==> config.mk <==
export PLATFORM = sky130hd
export DESIGN_NAME = mouse_cursor_tracker
export DESIGN_NICKNAME = d
export VERILOG_FILES = /design/src/rtl/core/mct_pkg.sv /design/src/rtl/core/mct_axis_lane.sv /design/src/rtl/core/mct_buttons.sv /design/src/rtl/core/mouse_cursor_tracker.sv
export SDC_FILE = /design/constraint.sdc
export NUM_CORES = 1
export LEC_CHECK = 0
export ABC_CLOCK_PERIOD_IN_PS = 6250
export BUFFER_PORTS_ARGS = -buffer_cell sky130_fd_sc_hd__buf_4
export CAP_MARGIN = 10
export CORE_MARGIN = 1
export CORE_UTILIZATION = 30
export DETAILED_ROUTE_END_ITERATION = 8
export PLACE_DENSITY_LB_ADDON = 0.05
export SLEW_MARGIN = 15
export SYNTH_ARGS = -nofsm -noshare
export SYNTH_HDL_FRONTEND = slang
export SYNTH_SLANG_ARGS = --single-unit
==> constraint.sdc <==
create_clock -name clk -period 6.25 [get_ports clk]
set_input_delay 0.9375 -clock clk [delete_from_list [all_inputs] [get_ports clk]]
set_output_delay 0.9375 -clock clk [all_outputs]
set_load 0.03 [all_outputs]
==> src/rtl/core/mct_pkg.sv <==
// shared types and constants for the mouse cursor tracker
package mct_pkg;

	localparam int COORD_BITS    = 12;
	localparam int RATIO_BITS    = 8;
	localparam int MICKEY_BITS   = 16;
	localparam int NUM_BUTTONS   = 3;
	localparam int EVT_BITS      = 7;
	localparam int CFG_IDX_BITS  = 3;
	localparam int CFG_DATA_BITS = 12;
	localparam int DIV_STEPS     = MICKEY_BITS;
	localparam int CNT_BITS      = $clog2(DIV_STEPS);

	localparam logic [COORD_BITS-1:0] WIDTH_RST  = 12'd639;
	localparam logic [COORD_BITS-1:0] HEIGHT_RST = 12'd479;
	localparam logic [RATIO_BITS-1:0] RATIO_ONE  = 8'd1;

	typedef enum logic [CFG_IDX_BITS-1:0] {
		CFG_ENABLE,
		CFG_X_RATIO,
		CFG_Y_RATIO,
		CFG_SCREEN_WIDTH,
		CFG_SCREEN_HEIGHT
	} cfg_reg_t;

	typedef enum logic [1:0] {
		TOP_IDLE,
		TOP_RUN,
		TOP_DONE
	} top_state_t;

	typedef enum logic [1:0] {
		LANE_IDLE,
		LANE_DIV,
		LANE_FIN
	} lane_state_t;

	typedef struct packed {
		logic [EVT_BITS-1:0]           event_bits;
		logic signed [MICKEY_BITS-1:0] count_x;
		logic signed [MICKEY_BITS-1:0] count_y;
		logic [NUM_BUTTONS-1:0]        latch_clear;
	} evt_item_t;

	typedef struct packed {
		logic [COORD_BITS-1:0]  cursor_x;
		logic [COORD_BITS-1:0]  cursor_y;
		logic [NUM_BUTTONS-1:0] buttons_down;
		logic [NUM_BUTTONS-1:0] press_latched;
		logic [COORD_BITS-1:0]  left_press_x;
		logic [COORD_BITS-1:0]  left_press_y;
		logic [COORD_BITS-1:0]  right_press_x;
		logic [COORD_BITS-1:0]  right_press_y;
		logic [COORD_BITS-1:0]  middle_press_x;
		logic [COORD_BITS-1:0]  middle_press_y;
	} cur_item_t;

	typedef struct packed {
		logic [NUM_BUTTONS-1:0]                 levels;
		logic [NUM_BUTTONS-1:0]                 latches;
		logic [NUM_BUTTONS-1:0][COORD_BITS-1:0] press_x;
		logic [NUM_BUTTONS-1:0][COORD_BITS-1:0] press_y;
	} btn_state_t;

endpackage

==> src/rtl/core/mct_axis_lane.sv <==
// one axis lane: wrapped delta, serial floor divide by the ratio, clamp
module mct_axis_lane import mct_pkg::*; (
	input  logic                          clk,
	input  logic                          arst_n,
	input  logic                          start,
	input  logic signed [MICKEY_BITS-1:0] mickey,
	input  logic [RATIO_BITS-1:0]         ratio,
	input  logic [COORD_BITS-1:0]         limit,
	output logic                          busy,
	output logic [COORD_BITS-1:0]         pos
);

	lane_state_t state_q, state_d;

	logic [MICKEY_BITS-1:0] last_q;
	logic [COORD_BITS-1:0]  pos_q;
	logic [RATIO_BITS-1:0]  rem_q;
	logic [MICKEY_BITS-1:0] dvd_q;
	logic [RATIO_BITS-1:0]  part_q;
	logic [RATIO_BITS-1:0]  div_q;
	logic                   neg_q;
	logic                   zero_q;
	logic [CNT_BITS-1:0]    cnt_q;

	logic do_load, do_step, do_fin;

	logic [MICKEY_BITS-1:0] diff;
	logic                   delta_zero;
	logic [MICKEY_BITS:0]   sum;
	logic [MICKEY_BITS-1:0] mag;
	logic [RATIO_BITS-1:0]  ratio_eff;

	logic [RATIO_BITS:0]    trial;
	logic [RATIO_BITS:0]    trial_sub;
	logic                   ge;

	logic [MICKEY_BITS:0]   quo;
	logic [RATIO_BITS-1:0]  mod_val;
	logic [MICKEY_BITS+1:0] newp;
	logic [COORD_BITS-1:0]  clamped;

	// set-up: remainder plus delta, folded to a nonnegative dividend
	always_comb begin
		diff       = MICKEY_BITS'(mickey) - last_q;
		delta_zero = (diff == '0);
		sum        = {{(MICKEY_BITS+1-RATIO_BITS){1'b0}}, rem_q} + {diff[MICKEY_BITS-1], diff};
		// negative sum divides -s-1 and is corrected at the end
		mag        = sum[MICKEY_BITS] ? ~sum[MICKEY_BITS-1:0] : sum[MICKEY_BITS-1:0];
		ratio_eff  = (ratio == '0) ? RATIO_ONE : ratio;
	end

	// one restoring step per cycle
	always_comb begin
		trial     = {part_q, dvd_q[MICKEY_BITS-1]};
		ge        = (trial >= {1'b0, div_q});
		trial_sub = trial - {1'b0, div_q};
	end

	always_comb begin
		if (zero_q) begin
			quo     = '0;
			mod_val = rem_q;
		end else if (neg_q) begin
			quo     = {1'b1, ~dvd_q};
			mod_val = div_q - RATIO_ONE - part_q;
		end else begin
			quo     = {1'b0, dvd_q};
			mod_val = part_q;
		end
		newp = {{(MICKEY_BITS+2-COORD_BITS){1'b0}}, pos_q} + {quo[MICKEY_BITS], quo};
		if (newp[MICKEY_BITS+1]) begin
			clamped = '0;
		end else if (newp[MICKEY_BITS:0] > {{(MICKEY_BITS+1-COORD_BITS){1'b0}}, limit}) begin
			clamped = limit;
		end else begin
			clamped = newp[COORD_BITS-1:0];
		end
	end

	always_comb begin
		state_d = state_q;
		unique case (state_q)
			LANE_IDLE: begin
				if (start) begin
					state_d = delta_zero ? LANE_FIN : LANE_DIV;
				end
			end
			LANE_DIV: begin
				if (cnt_q == CNT_BITS'(DIV_STEPS - 1)) begin
					state_d = LANE_FIN;
				end
			end
			LANE_FIN:  state_d = LANE_IDLE;
			default:   state_d = LANE_IDLE;
		endcase
	end

	always_comb begin
		busy    = (state_q != LANE_IDLE);
		do_load = (state_q == LANE_IDLE) && start;
		do_step = (state_q == LANE_DIV);
		do_fin  = (state_q == LANE_FIN);
	end

	always_ff @(posedge clk or negedge arst_n) begin
		if (!arst_n) begin
			state_q <= LANE_IDLE;
			last_q  <= '0;
			pos_q   <= '0;
			rem_q   <= '0;
		end else begin
			state_q <= state_d;
			if (do_load) begin
				last_q <= MICKEY_BITS'(mickey);
			end
			if (do_fin) begin
				pos_q <= clamped;
				rem_q <= mod_val;
			end
		end
	end

	always_ff @(posedge clk) begin
		if (do_load) begin
			dvd_q  <= mag;
			part_q <= '0;
			div_q  <= ratio_eff;
			neg_q  <= sum[MICKEY_BITS];
			zero_q <= delta_zero;
			cnt_q  <= '0;
		end else if (do_step) begin
			dvd_q  <= {dvd_q[MICKEY_BITS-2:0], ge};
			part_q <= ge ? trial_sub[RATIO_BITS-1:0] : trial[RATIO_BITS-1:0];
			cnt_q  <= cnt_q + 1'b1;
		end
	end

	assign pos = pos_q;

endmodule

==> src/rtl/core/mct_buttons.sv <==
// button levels, press latches and captured press positions
module mct_buttons import mct_pkg::*; (
	input  logic                   clk,
	input  logic                   arst_n,
	input  logic                   load,
	input  logic                   enable,
	input  logic [EVT_BITS-1:0]    event_bits,
	input  logic [NUM_BUTTONS-1:0] latch_clear,
	input  logic [COORD_BITS-1:0]  pos_x,
	input  logic [COORD_BITS-1:0]  pos_y,
	output btn_state_t             btn
);

	btn_state_t btn_q, btn_d;

	always_comb begin
		btn_d = btn_q;
		for (int b = 0; b < NUM_BUTTONS; b++) begin
			// latch clear applies even when tracking is off
			btn_d.latches[b] = btn_q.latches[b] & ~latch_clear[b];
			if (enable) begin
				if (event_bits[2*b+1]) begin
					btn_d.levels[b] = 1'b1;
					if (!btn_d.latches[b]) begin
						btn_d.latches[b] = 1'b1;
						btn_d.press_x[b] = pos_x;
						btn_d.press_y[b] = pos_y;
					end
				end
				// release after press, so both together leave the level clear
				if (event_bits[2*b+2]) begin
					btn_d.levels[b] = 1'b0;
				end
			end
		end
	end

	always_ff @(posedge clk or negedge arst_n) begin
		if (!arst_n) begin
			btn_q <= '0;
		end else if (load) begin
			btn_q <= btn_d;
		end
	end

	assign btn = btn_q;

endmodule

==> src/rtl/core/mouse_cursor_tracker.sv <==
// mouse cursor tracker top level: config, lane control and result register
//
//   channel  direction  handshake             payload
//   evt      in         evt_valid/evt_stall   evt_data (evt_item_t)
//   cur      out        cur_valid/cur_stall   cur_data (cur_item_t)
//   cfg      in         cfg_we                cfg_index, cfg_data
//
// one event at a time; an enabled event with movement on either axis has its result
// registered once the 16-step serial dividers of the x and y lanes, running side by side,
// finish; with no movement the lanes skip the divide, and a disabled event skips the lanes
// the next event is taken from the cycle after its result is registered
// reset: tracking off, ratios 1, screen 639 by 479, cursor and latches cleared
// a new event is taken while the previous result waits in the output register;
// a finished result waits for that register to empty
module mouse_cursor_tracker import mct_pkg::*; (
	input  logic                     clk,
	input  logic                     arst_n,
	input  logic                     cfg_we,
	input  logic [CFG_IDX_BITS-1:0]  cfg_index,
	input  logic [CFG_DATA_BITS-1:0] cfg_data,
	input  logic                     evt_valid,
	output logic                     evt_stall,
	input  evt_item_t                evt_data,
	output logic                     cur_valid,
	input  logic                     cur_stall,
	output cur_item_t                cur_data
);

	logic                  enable_q;
	logic [RATIO_BITS-1:0] x_ratio_q, y_ratio_q;
	logic [COORD_BITS-1:0] width_q, height_q;

	top_state_t state_q, state_d;

	logic      evt_acc;
	logic      lane_start;
	logic      commit;
	logic      x_busy, y_busy;
	logic [COORD_BITS-1:0] x_pos, y_pos;
	btn_state_t btn;

	logic      out_valid_q;
	cur_item_t out_q;

	always_ff @(posedge clk or negedge arst_n) begin
		if (!arst_n) begin
			enable_q  <= 1'b0;
			x_ratio_q <= RATIO_ONE;
			y_ratio_q <= RATIO_ONE;
			width_q   <= WIDTH_RST;
			height_q  <= HEIGHT_RST;
		end else if (cfg_we) begin
			unique case (cfg_reg_t'(cfg_index))
				CFG_ENABLE:        enable_q  <= cfg_data[0];
				CFG_X_RATIO:       x_ratio_q <= cfg_data[RATIO_BITS-1:0];
				CFG_Y_RATIO:       y_ratio_q <= cfg_data[RATIO_BITS-1:0];
				CFG_SCREEN_WIDTH:  width_q   <= cfg_data[COORD_BITS-1:0];
				CFG_SCREEN_HEIGHT: height_q  <= cfg_data[COORD_BITS-1:0];
				default: ;
			endcase
		end
	end

	always_comb begin
		state_d = state_q;
		unique case (state_q)
			TOP_IDLE: begin
				if (evt_acc) begin
					state_d = enable_q ? TOP_RUN : TOP_DONE;
				end
			end
			TOP_RUN: begin
				if (!x_busy && !y_busy) begin
					state_d = TOP_DONE;
				end
			end
			TOP_DONE: begin
				if (commit) begin
					state_d = TOP_IDLE;
				end
			end
			default: state_d = TOP_IDLE;
		endcase
	end

	always_comb begin
		evt_stall  = (state_q != TOP_IDLE);
		evt_acc    = evt_valid && (state_q == TOP_IDLE);
		lane_start = evt_acc && enable_q;
		commit     = (state_q == TOP_DONE) && (!out_valid_q || !cur_stall);
	end

	always_ff @(posedge clk or negedge arst_n) begin
		if (!arst_n) begin
			state_q     <= TOP_IDLE;
			out_valid_q <= 1'b0;
		end else begin
			state_q <= state_d;
			if (commit) begin
				out_valid_q <= 1'b1;
			end else if (!cur_stall) begin
				out_valid_q <= 1'b0;
			end
		end
	end

	mct_axis_lane u_lane_x (
		.clk    (clk),
		.arst_n (arst_n),
		.start  (lane_start),
		.mickey (evt_data.count_x),
		.ratio  (x_ratio_q),
		.limit  (width_q),
		.busy   (x_busy),
		.pos    (x_pos)
	);

	mct_axis_lane u_lane_y (
		.clk    (clk),
		.arst_n (arst_n),
		.start  (lane_start),
		.mickey (evt_data.count_y),
		.ratio  (y_ratio_q),
		.limit  (height_q),
		.busy   (y_busy),
		.pos    (y_pos)
	);

	// buttons see the cursor from before this event's move
	mct_buttons u_buttons (
		.clk         (clk),
		.arst_n      (arst_n),
		.load        (evt_acc),
		.enable      (enable_q),
		.event_bits  (evt_data.event_bits),
		.latch_clear (evt_data.latch_clear),
		.pos_x       (x_pos),
		.pos_y       (y_pos),
		.btn         (btn)
	);

	// merge lane positions and button state into one result
	always_ff @(posedge clk) begin
		if (commit) begin
			out_q.cursor_x       <= x_pos;
			out_q.cursor_y       <= y_pos;
			out_q.buttons_down   <= btn.levels;
			out_q.press_latched  <= btn.latches;
			out_q.left_press_x   <= btn.press_x[0];
			out_q.left_press_y   <= btn.press_y[0];
			out_q.right_press_x  <= btn.press_x[1];
			out_q.right_press_y  <= btn.press_y[1];
			out_q.middle_press_x <= btn.press_x[2];
			out_q.middle_press_y <= btn.press_y[2];
		end
	end

	assign cur_valid = out_valid_q;
	assign cur_data  = out_q;

`ifndef NO_ASSERTIONS
	a_lanes_start: assert property (@(posedge clk) disable iff (!arst_n)
		lane_start |=> (x_busy && y_busy))
		else $error("lanes did not start on an enabled event");

	a_lanes_in_run: assert property (@(posedge clk) disable iff (!arst_n)
		(x_busy || y_busy) |-> (state_q == TOP_RUN))
		else $error("lane busy outside the run state");

	a_disabled_levels: assert property (@(posedge clk) disable iff (!arst_n)
		(evt_acc && !enable_q) |=> $stable(btn.levels))
		else $error("button levels changed while tracking is off");
`endif

endmodule

==> results of run 1 <==
registers in the layout, indices dropped and copies added (netlist names), 2 cells and up:
| signal | count |
|---|---|
| u_lane_y.part_q | 8 |
| height_q | 12 |
| y_ratio_q | 8 |
| u_lane_x.div_q | 8 |
| u_lane_x.dvd_q | 16 |
| u_buttons.btn | 78 |
| state_q | 2 |
| u_lane_y.dvd_q | 16 |
| u_lane_x.cnt_q | 4 |
| x_ratio_q | 8 |
| u_lane_x.state_q | 2 |
| u_lane_y.pos | 12 |
| u_lane_y.cnt_q | 4 |
| u_lane_x.last_q | 16 |
| width_q | 12 |
| u_lane_y.state_q | 2 |
| u_lane_y.last_q | 16 |
| u_lane_x.rem_q | 8 |
| cur_data | 102 |
| u_lane_x.pos | 12 |
| u_lane_y.div_q | 8 |
| u_lane_y.rem_q | 8 |
| u_lane_x.part_q | 8 |
power groups by stage:
stage | clock network [mW] | logic, mW | registers (mW)
after global placement | 0 | 6.73 | 4.33
after floorplan | 0 | 4.94 | 4.47
after detailed placement | 0 | 6.80 | 4.35
after global routing | 2.78 | 7.55 | 4.40
after CTS | 2.68 | 6.84 | 4.30
final | 2.57 | 6.75 | 4.27
synth_stat cells (5+ instances only):
cell,number,area share
sky130_fd_sc_hd__nand2_1,175,0.032
sky130_fd_sc_hd__or3_1,9,0.0028
sky130_fd_sc_hd__dfrtp_1,180,0.22
sky130_fd_sc_hd__dfxtp_1,24,0.024
sky130_fd_sc_hd__nor3b_1,6,0.0022
sky130_fd_sc_hd__nand4_1,27,0.0083
sky130_fd_sc_hd__mux2i_1,34,0.017
sky130_fd_sc_hd__nor3_1,26,0.0064
sky130_fd_sc_hd__or2_2,5,0.0015
sky130_fd_sc_hd__and3_1,7,0.0021
sky130_fd_sc_hd__inv_1,129,0.024
sky130_fd_sc_hd__nor2b_1,23,0.0071
sky130_fd_sc_hd__o21a_1,9,0.0033
sky130_fd_sc_hd__a21o_1,38,0.014
sky130_fd_sc_hd__nor4_1,8,0.0025
sky130_fd_sc_hd__ha_1,126,0.077
sky130_fd_sc_hd__buf_1,5,0.00092
sky130_fd_sc_hd__a211oi_1,11,0.0041
sky130_fd_sc_hd__o21ai_0,135,0.033
sky130_fd_sc_hd__xor2_1,37,0.016
sky130_fd_sc_hd__nand3_1,39,0.0096
sky130_fd_sc_hd__a22o_1,5,0.0021
sky130_fd_sc_hd__clkbuf_1,62,0.011
sky130_fd_sc_hd__a21oi_2,5,0.0021
sky130_fd_sc_hd__nor2_1,116,0.021
sky130_fd_sc_hd__dfstp_2,18,0.023
sky130_fd_sc_hd__nand2b_1,26,0.0080
sky130_fd_sc_hd__a21oi_1,89,0.022
sky130_fd_sc_hd__o21bai_1,6,0.0022
sky130_fd_sc_hd__o31ai_1,7,0.0026
sky130_fd_sc_hd__fa_1,10,0.0098
sky130_fd_sc_hd__o21ai_1,21,0.0052
sky130_fd_sc_hd__o211ai_1,15,0.0055
sky130_fd_sc_hd__xnor2_1,114,0.049
sky130_fd_sc_hd__mux2_2,104,0.057
sky130_fd_sc_hd__a21boi_0,9,0.0033
sky130_fd_sc_hd__edfxtp_1,154,0.23
layer usage:
metal,GRT usage,up-vias,part of all wire
met5,0,-,0
met4,0.0351,0,0.017
met3,0.0237,55,0.039
met2,0.226,224,0.43
met1,0.214,6748,0.51
li1,-,7003,-
worst min-delay path by stage:
stage,startpoint,endpoint
after global routing,arst_n,u_buttons.btn[8]
after detailed placement,u_buttons.btn[58],cur_data[46]
after CTS,arst_n,u_buttons.btn[8]
after global placement,u_buttons.btn[68],cur_data[20]
after floorplan,u_buttons.btn[24],cur_data[0]
final,arst_n,u_buttons.btn[8]
area by class of cell:
| class | count | area (um2) | area share |
|---|---|---|---|
| multi-input combinational | 1310 | 9480 | 0.396 |
| sequential | 376 | 10100 | 0.421 |
| tap | 873 | 1090 | 0.0456 |
| inverter | 130 | 488 | 0.0204 |
| timing repair buffer | 179 | 1380 | 0.0574 |
| clock buffer | 63 | 1250 | 0.0524 |
| antenna | 1 | 2.50 | 0.000104 |
| clock inverter | 21 | 183 | 0.00763 |
critical path: stages, from the launching register on:
cell,delay (ps)
sky130_fd_sc_hd__edfxtp_1,680
sky130_fd_sc_hd__buf_4,350
sky130_fd_sc_hd__xnor2_1,140
sky130_fd_sc_hd__nor2_1,70
sky130_fd_sc_hd__ha_1,370
sky130_fd_sc_hd__or3_1,360
sky130_fd_sc_hd__o21ai_0,80
sky130_fd_sc_hd__a21oi_1,80
sky130_fd_sc_hd__a211oi_1,450
sky130_fd_sc_hd__nor2_1,120
sky130_fd_sc_hd__or2_2,320
sky130_fd_sc_hd__xor2_1,200
sky130_fd_sc_hd__ha_1,270
sky130_fd_sc_hd__and3_1,160
sky130_fd_sc_hd__a221oi_1,250
sky130_fd_sc_hd__o2bb2ai_1,120
sky130_fd_sc_hd__a211oi_2,200
sky130_fd_sc_hd__buf_4,280
sky130_fd_sc_hd__mux2i_1,240
sky130_fd_sc_hd__o21ai_0,90
layout by cell type, fill, tap and decap left out, types with 8 or more instances in the layout:
master	count
sky130_fd_sc_hd__dfrtp_1	180
sky130_fd_sc_hd__o21a_1	9
sky130_fd_sc_hd__o21ai_1	21
sky130_fd_sc_hd__ha_1	126
sky130_fd_sc_hd__nand3_1	39
sky130_fd_sc_hd__nand2_1	175
sky130_fd_sc_hd__nor4_1	8
sky130_fd_sc_hd__o21ai_0	135
sky130_fd_sc_hd__nand2b_1	26
sky130_fd_sc_hd__xor2_1	37
sky130_fd_sc_hd__clkbuf_1	13
sky130_fd_sc_hd__xnor2_1	114
sky130_fd_sc_hd__edfxtp_1	154
sky130_fd_sc_hd__a211oi_1	11
sky130_fd_sc_hd__a21oi_1	88
sky130_fd_sc_hd__buf_4	176
sky130_fd_sc_hd__nor3_1	25
sky130_fd_sc_hd__fa_1	10
sky130_fd_sc_hd__o211ai_1	15
sky130_fd_sc_hd__a21o_1	38
sky130_fd_sc_hd__mux2i_1	34
sky130_fd_sc_hd__nor2_1	116
sky130_fd_sc_hd__dfstp_2	18
sky130_fd_sc_hd__dfxtp_1	24
sky130_fd_sc_hd__or3_1	9
sky130_fd_sc_hd__inv_1	129
sky130_fd_sc_hd__mux2_2	104
sky130_fd_sc_hd__nand4_1	27
sky130_fd_sc_hd__nor2b_1	23
sky130_fd_sc_hd__a21boi_0	9
sky130_fd_sc_hd__clkbuf_16	46
through the flow:
stage          hold WS (ps)  area (um2)  total power [mW]  std cells  worst slack, ps
2_1_floorplan           419       20400              9.41       1891             1220
3_3_place_gp            425       22500              11.1       2868             1210
3_5_place_dp            425       22500              11.1       2868             1170
4_1_cts                 362       24000              13.8       2952             1140
5_1_grt                 385       24000              14.7       2952              747
6_report                363       24000              13.6       2953             1260
cell families after synthesis:
family | Yosys count
compound gates | 393
buf+inv | 205
fa+ha+maj | 136
xor+xnor | 152
flops | 376
simple gates | 491
mux | 138
==> results summary, run 1 <==
The number of antenna violations at the first check in global routing is 2. The number of hold-slack violations in the final timing report came out at 0. The startpoint identified for the worst register-to-register timing path is u_lane_y.neg_q. The via count of the first global-routing pass is 13983. The number of fillers in the final layout is 6710.

The worst setup path is launched from a flip-flop. The critical path ends at u_lane_y.pos[7]. The number of vias in the routed layout is between 10000 and 15000. The number of CTS-inserted buffers is 45. The clock drives 376 sinks. The share of synthesized flip-flops with an asynchronous set or reset came out at 0.527.

Setup repair after global routing left no endpoint under its margin. The synthesized netlist cell count is 1891. TritonCTS built the clock tree. Post-CTS timing repair inserted 0 buffers for setup.

The number of levels the H-tree was split into came out at 2. The final critical-path share of the clock period came out at 0.798. The utilization after layout came out at 0.357. In the final design database the tool counted 2240 nets. Of the total synthesized cell area, the portion taken by AND, OR, NAND and NOR gates is 0.115. The accumulated negative setup slack is 0 ps. The number of search-and-repair iterations in the first detailed-routing pass is 5.

The share of total power dissipated in the clock network is 0.189. The adder-cell area share of the yosys netlist came out at 0.0871. Dividing the detail-routed wire length by the instance count gives 17.2 um. The xor and xnor area share after synthesis came out at 0.0657. The number of flops mapped to enable cells by yosys is 154. The post-synthesis compound-gate area fraction came out at 0.122. The setup slack on the worst flop-to-flop path is 1260 ps. The number of placed I/O pins is 166. In the final layout, the share of cells above drive strength 1 is 0.193. The top fanout value on the critical path is 16. The initial utilization of the core area, before any placement, comes to 0.304. Yosys printed 0 warnings. By area, the combinational part of the netlist is dominated by compound AO/OA/AOI/OAI gates. The die covers 0.0690 mm2.

The global-route wire length before repair is 80800 um. The commonest register cell after synthesis is sky130_fd_sc_hd__dfrtp_1. The maximum vdd ir drop came out at 0.170 mV.

The ratio of routed vias to standard cells is 4.75. For the pin with the worst max-slew slack, the measured transition is 993 ps. The sequential group share of total power is 0.314.

The floorplan has 95 rows. For this run, the register share of the synthesized area comes to 0.495. The cell sitting at the root of the clock tree is a sky130_fd_sc_hd__clkbuf_16. The combinational share of power is 0.496. At the worst endpoint, the required time is 6700 ps. The vertical extent of the die came out at 263 um. The endpoint identified for the worst register-to-register timing path is u_lane_y.pos[7]. The worst setup path is of the reg2reg kind.

Of the total power, the share spent switching nets is 0.414. The final wirelength is 50800 um. The total nets after synthesis is 2089. Setup violations remaining at the end of the flow were counted as 0. The leftover overflow at the end of global routing came out at 0.

Max-cap violations in this run came to 0. The power density over cell area is 567 mW/mm2. After synthesis, the netlist uses 81 different library cells.

The flow ran to the end, and the final reports show no timing, DRC or antenna violations. The count of cells resized by post-cts repair came out at 0. The portion of netlist area occupied by mux cells is 0.0741. The buffer levels on the longest clock path came out at 3. The routed design could run at a clock period as short as 4990 ps.

The min-delay analysis places its worst path in the category in2async. The number of hold-repair buffers added at the cts stage is 0. The register clock-pin slew on the reported worst setup and hold paths is 60 ps. The synthesized flop and latch total is 376.

The area inside the core boundary came out at 0.0672 mm2. In this run the static leakage power is 10.5 nW. After the first detailed-routing iteration, the DRC count stood at 658. The remaining design rule violation count is 0. The highest clock rate came out at ~200 MHz. The clock latency at the later pin of the worst-skew pair is 580 ps. Each instance of the synthesized netlist takes up on average between 10 and 15 um2. In this run the worst setup path begins at u_lane_y.neg_q. The remaining number of nets flagged by the antenna check after routing is 0.

Summed over all nets, the half-perimeter wirelength after detailed placement is roughly 37000 um. The floorplan step set the die width to 263 um. During placement, the flow inserted port buffers numbering 164.

The total net switching power is 5.62 mW. The final count of pins violating max slew is 0. The final RePlAce weighted congestion came out at 0.791. The global-route total usage across every layer is 0.147. The internal portion of the total power is 7.97 mW. The maximum number of pins on one net before global-route repair is 135. Relative to the synthesized area, the layout overhead comes to 17.5%.

The relative max-transition margin came out at 0.336. The post-route clock skew is 11.5 ps. In this run the cell area of the synthesized design comes to 0.0204 mm2. The worst setup path is captured at a flip-flop.

The worst register-to-register path has a depth of 19. The worst endpoint data arrival time is 5440 ps.
(Power assumes the default switching activity.)
==> inputs of run 2 (changes only) <==
--- a/config.mk
+++ b/config.mk
@@ -5,7 +5,8 @@
 export SDC_FILE = /design/constraint.sdc
 export NUM_CORES = 1
 export LEC_CHECK = 0
-export ABC_CLOCK_PERIOD_IN_PS = 6250
+export ABC_AREA = 1
+export ABC_CLOCK_PERIOD_IN_PS = 5200
 export BUFFER_PORTS_ARGS = -buffer_cell sky130_fd_sc_hd__buf_4
 export CAP_MARGIN = 10
 export CORE_MARGIN = 1
==> constraint.sdc (replaced) <==
create_clock -name clk -period 5.2 [get_ports clk]
set_input_delay 0.78 -clock clk [delete_from_list [all_inputs] [get_ports clk]]
set_output_delay 0.78 -clock clk [all_outputs]
set_load 0.03 [all_outputs]
==> results summary, run 2 <==
The standard-cell row count came out at just under 100. On the final layout, the worst clock skew is 13.2 ps. For this run, the leading register cell type out of synthesis is sky130_fd_sc_hd__dfrtp_1.

Counting flops with an async set or reset pin after synthesis yields a share of 0.527. The area inside the core boundary came out at between 0.07 and 0.08 mm2. In this run the power density over the cells is 666 mW/mm2.

The number of hold-slack violations in the final timing report is 0. The leakage power figure came out at 12.4 nW. The number of setup buffers added after CTS is 0. For this design, the sink count on the clock tree is about 380. The final net count came out at 2869. The endpoint required time on the critical path is about 5700 ps. The per-cell routed wire length came out at 15.2 um. The launching element type of the critical path is a flip-flop. The count of cells resized by post-cts repair came out at 0. The final RePlAce weighted congestion is 0.808. The total number of yosys warnings is 0. The worst endpoint data arrival time came out at 5010 ps. The global-route total usage across every layer came out at 0.152. Among all cell types in the netlist, the one instantiated most often is sky130_fd_sc_hd__nand2_1.

At the pin with the least slew margin, the transition time is around 1200 ps. The area added between synthesis and finish came out at 17.4%. The relative max-transition margin came out at 0.225.

The detailed placement HPWL is between 40000 and 50000 um. Setup violations remaining at the end of the flow were counted as 0. The final critical delay including setup and external delays came out at 4550 ps. The fraction of synthesized cell area taken by the top area cell type came out at 0.213. Along the worst path, the maximum fanout reaches 18.

The sequential element share of the synthesized area is 0.465. The maximum vdd ir drop came out at around 0.24 mV. The type of the worst setup path is reg2reg. The die covers 0.0733 mm2. The distinct cell type count after synthesis came out at 56. In this run, the number of DRC markers left after iteration 0 of detailed routing was 928. The vertical extent of the die came out at ~270 um.

The number of antenna violations at the first check in global routing was 1. The top cell types in the final layout, fill and taps aside, are sky130_fd_sc_hd__nand2_1 (638), sky130_fd_sc_hd__inv_1 (355), sky130_fd_sc_hd__dfrtp_1 (180). The synthesized design spends more area on one cell type than any other, namely sky130_fd_sc_hd__edfxtp_1. The number of vias in the routed layout is 16576. The total power came out at 17.0 mW. Summed over all layers, the global routing overflow is 0. CTS placed an instance of sky130_fd_sc_hd__clkbuf_16 at the clock tree root. The CTS tree is yes. The number of levels the H-tree was split into is 2. The min-delay analysis places its worst path in the category in2async. The average cell area after synthesis came out at 8.62 um2. The final critical-path share of the clock period is 0.875.

The longest clock path from root to sink contains 3 buffers. For this configuration, the core starts out at a cell density of 0.303. The run finished with clean final reports. The global-route wire length before repair came out at 89400 um.

The number of flip-flops in the largest register came out at 102. The number of search-and-repair iterations in the first detailed-routing pass is 6. The synthesized design contains 376 register bits. The maximum number of pins on one net before global-route repair came out at 92.

The leading cell type in the layout, fill and taps excluded is sky130_fd_sc_hd__nand2_1. Once detail routing completed, the nets flagged for antenna violations numbered 0. The commonest cells after synthesis are sky130_fd_sc_hd__nand2_1 (638), sky130_fd_sc_hd__inv_1 (355), sky130_fd_sc_hd__dfrtp_1 (180), sky130_fd_sc_hd__nand3_1 (165), sky130_fd_sc_hd__o21ai_0 (159). In the post-synthesis netlist, the biggest area contributors are sky130_fd_sc_hd__edfxtp_1 (21%), sky130_fd_sc_hd__dfrtp_1 (21%), sky130_fd_sc_hd__nand2_1 (11%). The total nets after synthesis came out at 2712.

Buffers inserted to repair hold after CTS numbered 0. The endpoint class of the critical path is a flip-flop. In this run, CTS created clock tree buffers numbering 47. Measured along the x axis, the die boundary spans between 200 and 300 um. The synthesized netlist cell count is 2514. Setup repair after global routing left no endpoint under its margin.

In this run, synthesis inferred 154 flip-flops with an integrated enable. The clock reaches the later pin of the worst-skew pair after 580 ps. Based on the critical path, the design can be clocked at up to about 220 MHz. The fraction of layout cells with a size suffix above 1 came out at 0.150. The total of max-cap violations came out at 0.

The remaining design rule violation count is 0. The cell area after technology mapping came out at 0.0217 mm2. The final count of pins violating max slew came out at 0. The accumulated negative setup slack is 0 ps. The number of buffers added on ports is 164. The antenna diode count is 0. The ratio of routed vias to standard cells came out at 4.53. The via count of the first global-routing pass is 16124. Summed over all layers, the routed wires come to roughly 55000 um. Clock-pin slew was measured on the worst setup and hold paths at 60 ps. 166 I/O pins were placed.
==> run 2: cell count changes after synthesis, sizes merged, moves of 21 or more <==
| cell | before | now |
|---|---|---|
| a21oi | 95 | 125 |
| mux2i | 34 | 0 |
| nor2 | 116 | 137 |
| nand2b | 28 | 0 |
| nor2b | 23 | 0 |
| mux2 | 104 | 66 |
| nand2 | 175 | 673 |
| nand3 | 39 | 168 |
| xnor2 | 115 | 32 |
| a21o | 39 | 7 |
| inv | 130 | 367 |
==> run 2: power by group <==
part	total, mW	switching [mW]	leakage [nW]	internal [mW]
logic	8.61	5.57	7.43	3.04
clock network	3.31	1.34	0.761	1.97
registers	5.04	0.673	4.19	4.36
==> run 2: final timing paths <==
check / start / end / cells after the start / slack [ps]
max: u_lane_y.neg_q / u_lane_y.pos[9] / 25 / 650
min: arst_n / u_buttons.btn[56] / 1 / 210
max reg2reg: u_lane_y.neg_q / u_lane_y.pos[9] / 25 / 650
min reg2reg: u_buttons.btn[26] / cur_data[2] / 0 / 440
max in group asynchronous: arst_n / u_lane_y.rem_q[6] / 2 / 3860
min in group clk: evt_data[39] / u_buttons.btn[76] / 2 / 400
==> run 2: area by class of cell <==
class | instances | area, um2
sequential | 376 | 10100
multi-input combinational | 1697 | 9880
fill | 7357 | 46000
clock buffer | 67 | 1320
inverter | 371 | 1400
tap | 950 | 1190
timing repair buffer | 178 | 1340
clock inverter | 20 | 234
==> run 2: worst max-delay path: stages (launching register included) <==
cell                       delay [ps]
sky130_fd_sc_hd__edfxtp_1         580
sky130_fd_sc_hd__inv_4            230
sky130_fd_sc_hd__o21ai_0          110
sky130_fd_sc_hd__a21oi_1          230
sky130_fd_sc_hd__ha_1             220
sky130_fd_sc_hd__inv_1             50
sky130_fd_sc_hd__fa_1             390
sky130_fd_sc_hd__nand3b_1         180
sky130_fd_sc_hd__nand2_1          130
sky130_fd_sc_hd__a21boi_0         140
sky130_fd_sc_hd__o21ai_0          290
sky130_fd_sc_hd__xor2_1           280
sky130_fd_sc_hd__ha_1             290
sky130_fd_sc_hd__a21o_1           180
sky130_fd_sc_hd__nor2_1           100
sky130_fd_sc_hd__nand3_1           80
sky130_fd_sc_hd__nand2_1           60
sky130_fd_sc_hd__nand2_1           40
sky130_fd_sc_hd__nand2_1           50
sky130_fd_sc_hd__nand2_1           60
sky130_fd_sc_hd__nand2_1           60
sky130_fd_sc_hd__nand3_1          100
sky130_fd_sc_hd__nor2_4           270
sky130_fd_sc_hd__nand3_1          120
sky130_fd_sc_hd__nand3_1          120
sky130_fd_sc_hd__nand2_1           70
==> run 2: cell families (layout without fill, tap and decap cells) <==
family,after synthesis,count (layout),synth area share
simple gates,1075,1075,0.218
compound gates,334,334,0.0842
fa+ha+maj,136,136,0.0820
mux,66,66,0.0343
buf+inv,441,636,0.0809
flops,376,376,0.465
xor+xnor,86,86,0.0351
==> run 2: through the flow <==
step / std cells / hold slack, ps / setup slack (ps) / utilization / area, um2
2_1_floorplan: 2514 / 418 / 1190 / - / 21700
3_3_place_gp: 3572 / 426 / 689 / 0.334 / 23900
3_5_place_dp: 3572 / 429 / 646 / 0.334 / 23900
4_1_cts: 3659 / 236 / 635 / 0.356 / 25400
5_1_grt: 3659 / 261 / 209 / 0.356 / 25400
6_report: 3659 / 214 / 652 / 0.356 / 25400
==> run 2: layer usage <==
| metal | track usage | wire [um] |
|---|---|---|
| met5 | 0 | 13 |
| met4 | 0.0330 | 914 |
| met3 | 0.0238 | 2020 |
| met2 | 0.236 | 24100 |
| met1 | 0.221 | 28500 |
==> inputs of run 3 (changes only) <==
--- a/config.mk
+++ b/config.mk
@@ -5,14 +5,15 @@
 export SDC_FILE = /design/constraint.sdc
 export NUM_CORES = 1
 export LEC_CHECK = 0
-export ABC_AREA = 1
 export ABC_CLOCK_PERIOD_IN_PS = 5200
 export BUFFER_PORTS_ARGS = -buffer_cell sky130_fd_sc_hd__buf_4
 export CAP_MARGIN = 10
 export CORE_MARGIN = 1
 export CORE_UTILIZATION = 30
+export CTS_CLUSTER_DIAMETER = 30
 export DETAILED_ROUTE_END_ITERATION = 8
 export PLACE_DENSITY_LB_ADDON = 0.05
+export SETUP_SLACK_MARGIN = 0.5
 export SLEW_MARGIN = 15
 export SYNTH_ARGS = -nofsm -noshare
 export SYNTH_HDL_FRONTEND = slang
==> results summary, run 3 (synthesis results as in run 1) <==
The utilization after layout is 0.396. After layout, the minimum clock period comes to 4490 ps. The violation count after the first detailed-route iteration is ~740.

The clock passes through at most 3 buffers. The top fanout value on the critical path is 8. The endpoint class of the critical path is a flip-flop. The area inside the core boundary is ~0.067 mm2.

The total overflow left after global routing is 0. The detailed placement HPWL came out at ~37000 um. The clock group share of total power is 0.325. The number of search-and-repair iterations in the first detailed-routing pass is 7. Cell internal power was estimated by the tool at 12.7 mW. The initial cell density of the core came out at 0.304. For the final routed database, the setup TNS stands at 0 ps. The leakage power figure came out at 11.8 nW. After detailed placement, the total cell area comes to 0.0226 mm2.

The top cell types in the final layout, fill and taps aside, are sky130_fd_sc_hd__buf_4 (198), sky130_fd_sc_hd__dfrtp_1 (180), sky130_fd_sc_hd__nand2_1 (174). The number of levels the H-tree was split into came out at 3. The final count of pins violating max slew was 0. The switching power share of the total is 0.369.

The share of total power dissipated in combinational logic is 0.420. The flow ran to the end, and the final reports show no timing, DRC or antenna violations. The first global-routing pass estimated between 80000 and 90000 um of wire. For this run, design rule violations remaining after detail routing come to 0. The total net switching power is 7.44 mW. The register clock-pin slew on the reported worst setup and hold paths is about 40 ps. The final wirelength is 51700 um. The number of antenna violations at the first check in global routing came out at 2. The endpoint required time on the critical path came out at roughly 5700 ps.

For this run, the post-layout net count is 2321. Of the total power, registers draw 0.255. STA classifies the critical path startpoint as a flip-flop.

Across every metal layer, demand over resource in global routing totals 0.151. The worst setup path is of the reg2reg kind. Setup repair after global routing could not meet its margin everywhere. The maximum vdd ir drop came out at 0.266 mV. The area added between synthesis and finish came out at 30.4%.

The class of the most critical hold timing path is in2async. Static timing analysis puts the maximum clock frequency at 223 MHz. In the finished design, the share of the clock period the worst path needs comes to 0.863. The clock latency at the later pin of the worst-skew pair is about 630 ps. TritonCTS built the clock tree. The total of endpoints with negative setup slack in the final report came out at 0. Leaving out fill and tap cells, the most frequent cell in the layout is sky130_fd_sc_hd__buf_4.

The post-route clock skew came out at 29.4 ps. The worst endpoint data arrival time came out at about 5000 ps. In this run the clock root is driven by a sky130_fd_sc_hd__clkbuf_16. The relative max-transition margin came out at 0.321. The slew at the pin closest to its max-slew limit is 1010 ps. The final instance area is 0.0266 mm2.

The ratio of routed vias to standard cells came out at 4.68. The via count of the first global-routing pass was 14524. The remaining number of nets flagged by the antenna check after routing is 0. After detailed placement, the design holds a cell count of 2878. The clock net sink count came out at 376. In the final routed layout, each cell accounts on average for about 17 um. The number of flip-flops in the largest register is roughly 100.

The fraction of layout cells with a size suffix above 1 came out at 0.255. Buffers placed on the I/O ports in this run total 164. The antenna diode count is 0. The area enclosed by the die boundary came out at 0.0690 mm2. The number of placed I/O pins came out at ~170. Leaving out filler cells and counting taps, the final layout contains 3082. The final RePlAce weighted congestion came out at 0.788. The number of vias in the routed layout came out at 14417. The power density over cell area came out at 759 mW/mm2.

The vertical extent of the die came out at 263 um. The number of CTS-inserted buffers came out at 99. The initialized floorplan defines 95 standard-cell rows. Entering global routing, the biggest net connects ~110 pins. The number of hold-slack violations in the final timing report was 0. From left edge to right edge, the die measures 263 um. The total of max-cap violations is 0.
[run 3: what timing repair did]
| item | in CTS | in global routing |
|---|---|---|
| pin swaps | 1 | 27 |
| setup buffers | 1 | 15 |
| setup endpoints to repair | 10 | 24 |
| hold buffers | 0 | 0 |
| cloned | 0 | 1 |
| gates resized for setup | 1 | 47 |
[run 3: power groups by stage]
stage	clock, mW	combinational [mW]	sequential, mW
floorplan	0	5.93	5.38
global placement	0	8.14	5.20
detailed placement	0	8.22	5.22
CTS	6.71	8.27	5.18
global route	6.88	9.50	5.30
finish	6.55	8.47	5.15
[run 3: cell type report]
class | count | area (um2)
multi-input cells | 1310 | 9660
flip-flops and latches | 376 | 10100
clock buffers | 125 | 2720
repair buffers | 206 | 1620
fillers | 6472 | 40600
clock inverters | 62 | 927
well taps | 873 | 1090
inverters | 130 | 488
[run 3: metrics by stage]
stage               setup WS, ps  power, mW  hold WS [ps]
floorplan                    508       11.3           419
global placement             439       13.3           425
detailed placement           385       13.4           428
CTS                          512       20.2           261
global route                 450       21.7           294
finish                       713       20.2           236
[run 3: final timing paths]
| check | start | to | slack, ps | cells after the start |
|---|---|---|---|---|
| worst max-delay path | u_lane_y.neg_q | u_lane_y.pos[2] | 710 | 19 |
| worst min-delay path | arst_n | u_buttons.btn[17] | 240 | 1 |
| worst max register to register | u_lane_y.neg_q | u_lane_y.pos[2] | 710 | 19 |
| worst min register to register | u_buttons.btn[39] | cur_data[63] | 430 | 0 |
| max in group asynchronous | arst_n | u_lane_x.rem_q[3] | 3780 | 2 |
| min in group clk | evt_data[39] | u_buttons.btn[76] | 330 | 2 |
[run 3: worst max-delay path, stage by stage (launching register included)]
cell,delay [ps]
sky130_fd_sc_hd__edfxtp_1,470
sky130_fd_sc_hd__buf_6,190
sky130_fd_sc_hd__xnor2_2,160
sky130_fd_sc_hd__nor2_2,60
sky130_fd_sc_hd__ha_1,340
sky130_fd_sc_hd__buf_4,160
sky130_fd_sc_hd__a21oi_1,180
sky130_fd_sc_hd__nor2b_1,70
sky130_fd_sc_hd__a311o_1,380
sky130_fd_sc_hd__a41oi_2,250
sky130_fd_sc_hd__nor2b_1,180
sky130_fd_sc_hd__xnor2_1,170
sky130_fd_sc_hd__ha_1,290
sky130_fd_sc_hd__and3_1,190
sky130_fd_sc_hd__a221oi_2,230
sky130_fd_sc_hd__o2bb2ai_1,110
sky130_fd_sc_hd__a211oi_2,380
sky130_fd_sc_hd__clkbuf_16,260
sky130_fd_sc_hd__mux2i_1,180
sky130_fd_sc_hd__o21ai_0,80
[run 3: metal layers]
layer	GRT usage	part of all wire
met2	0.223	0.43
met1	0.215	0.50
met3	0.0320	0.046
met5	0	0.00029
met4	0.0563	0.021
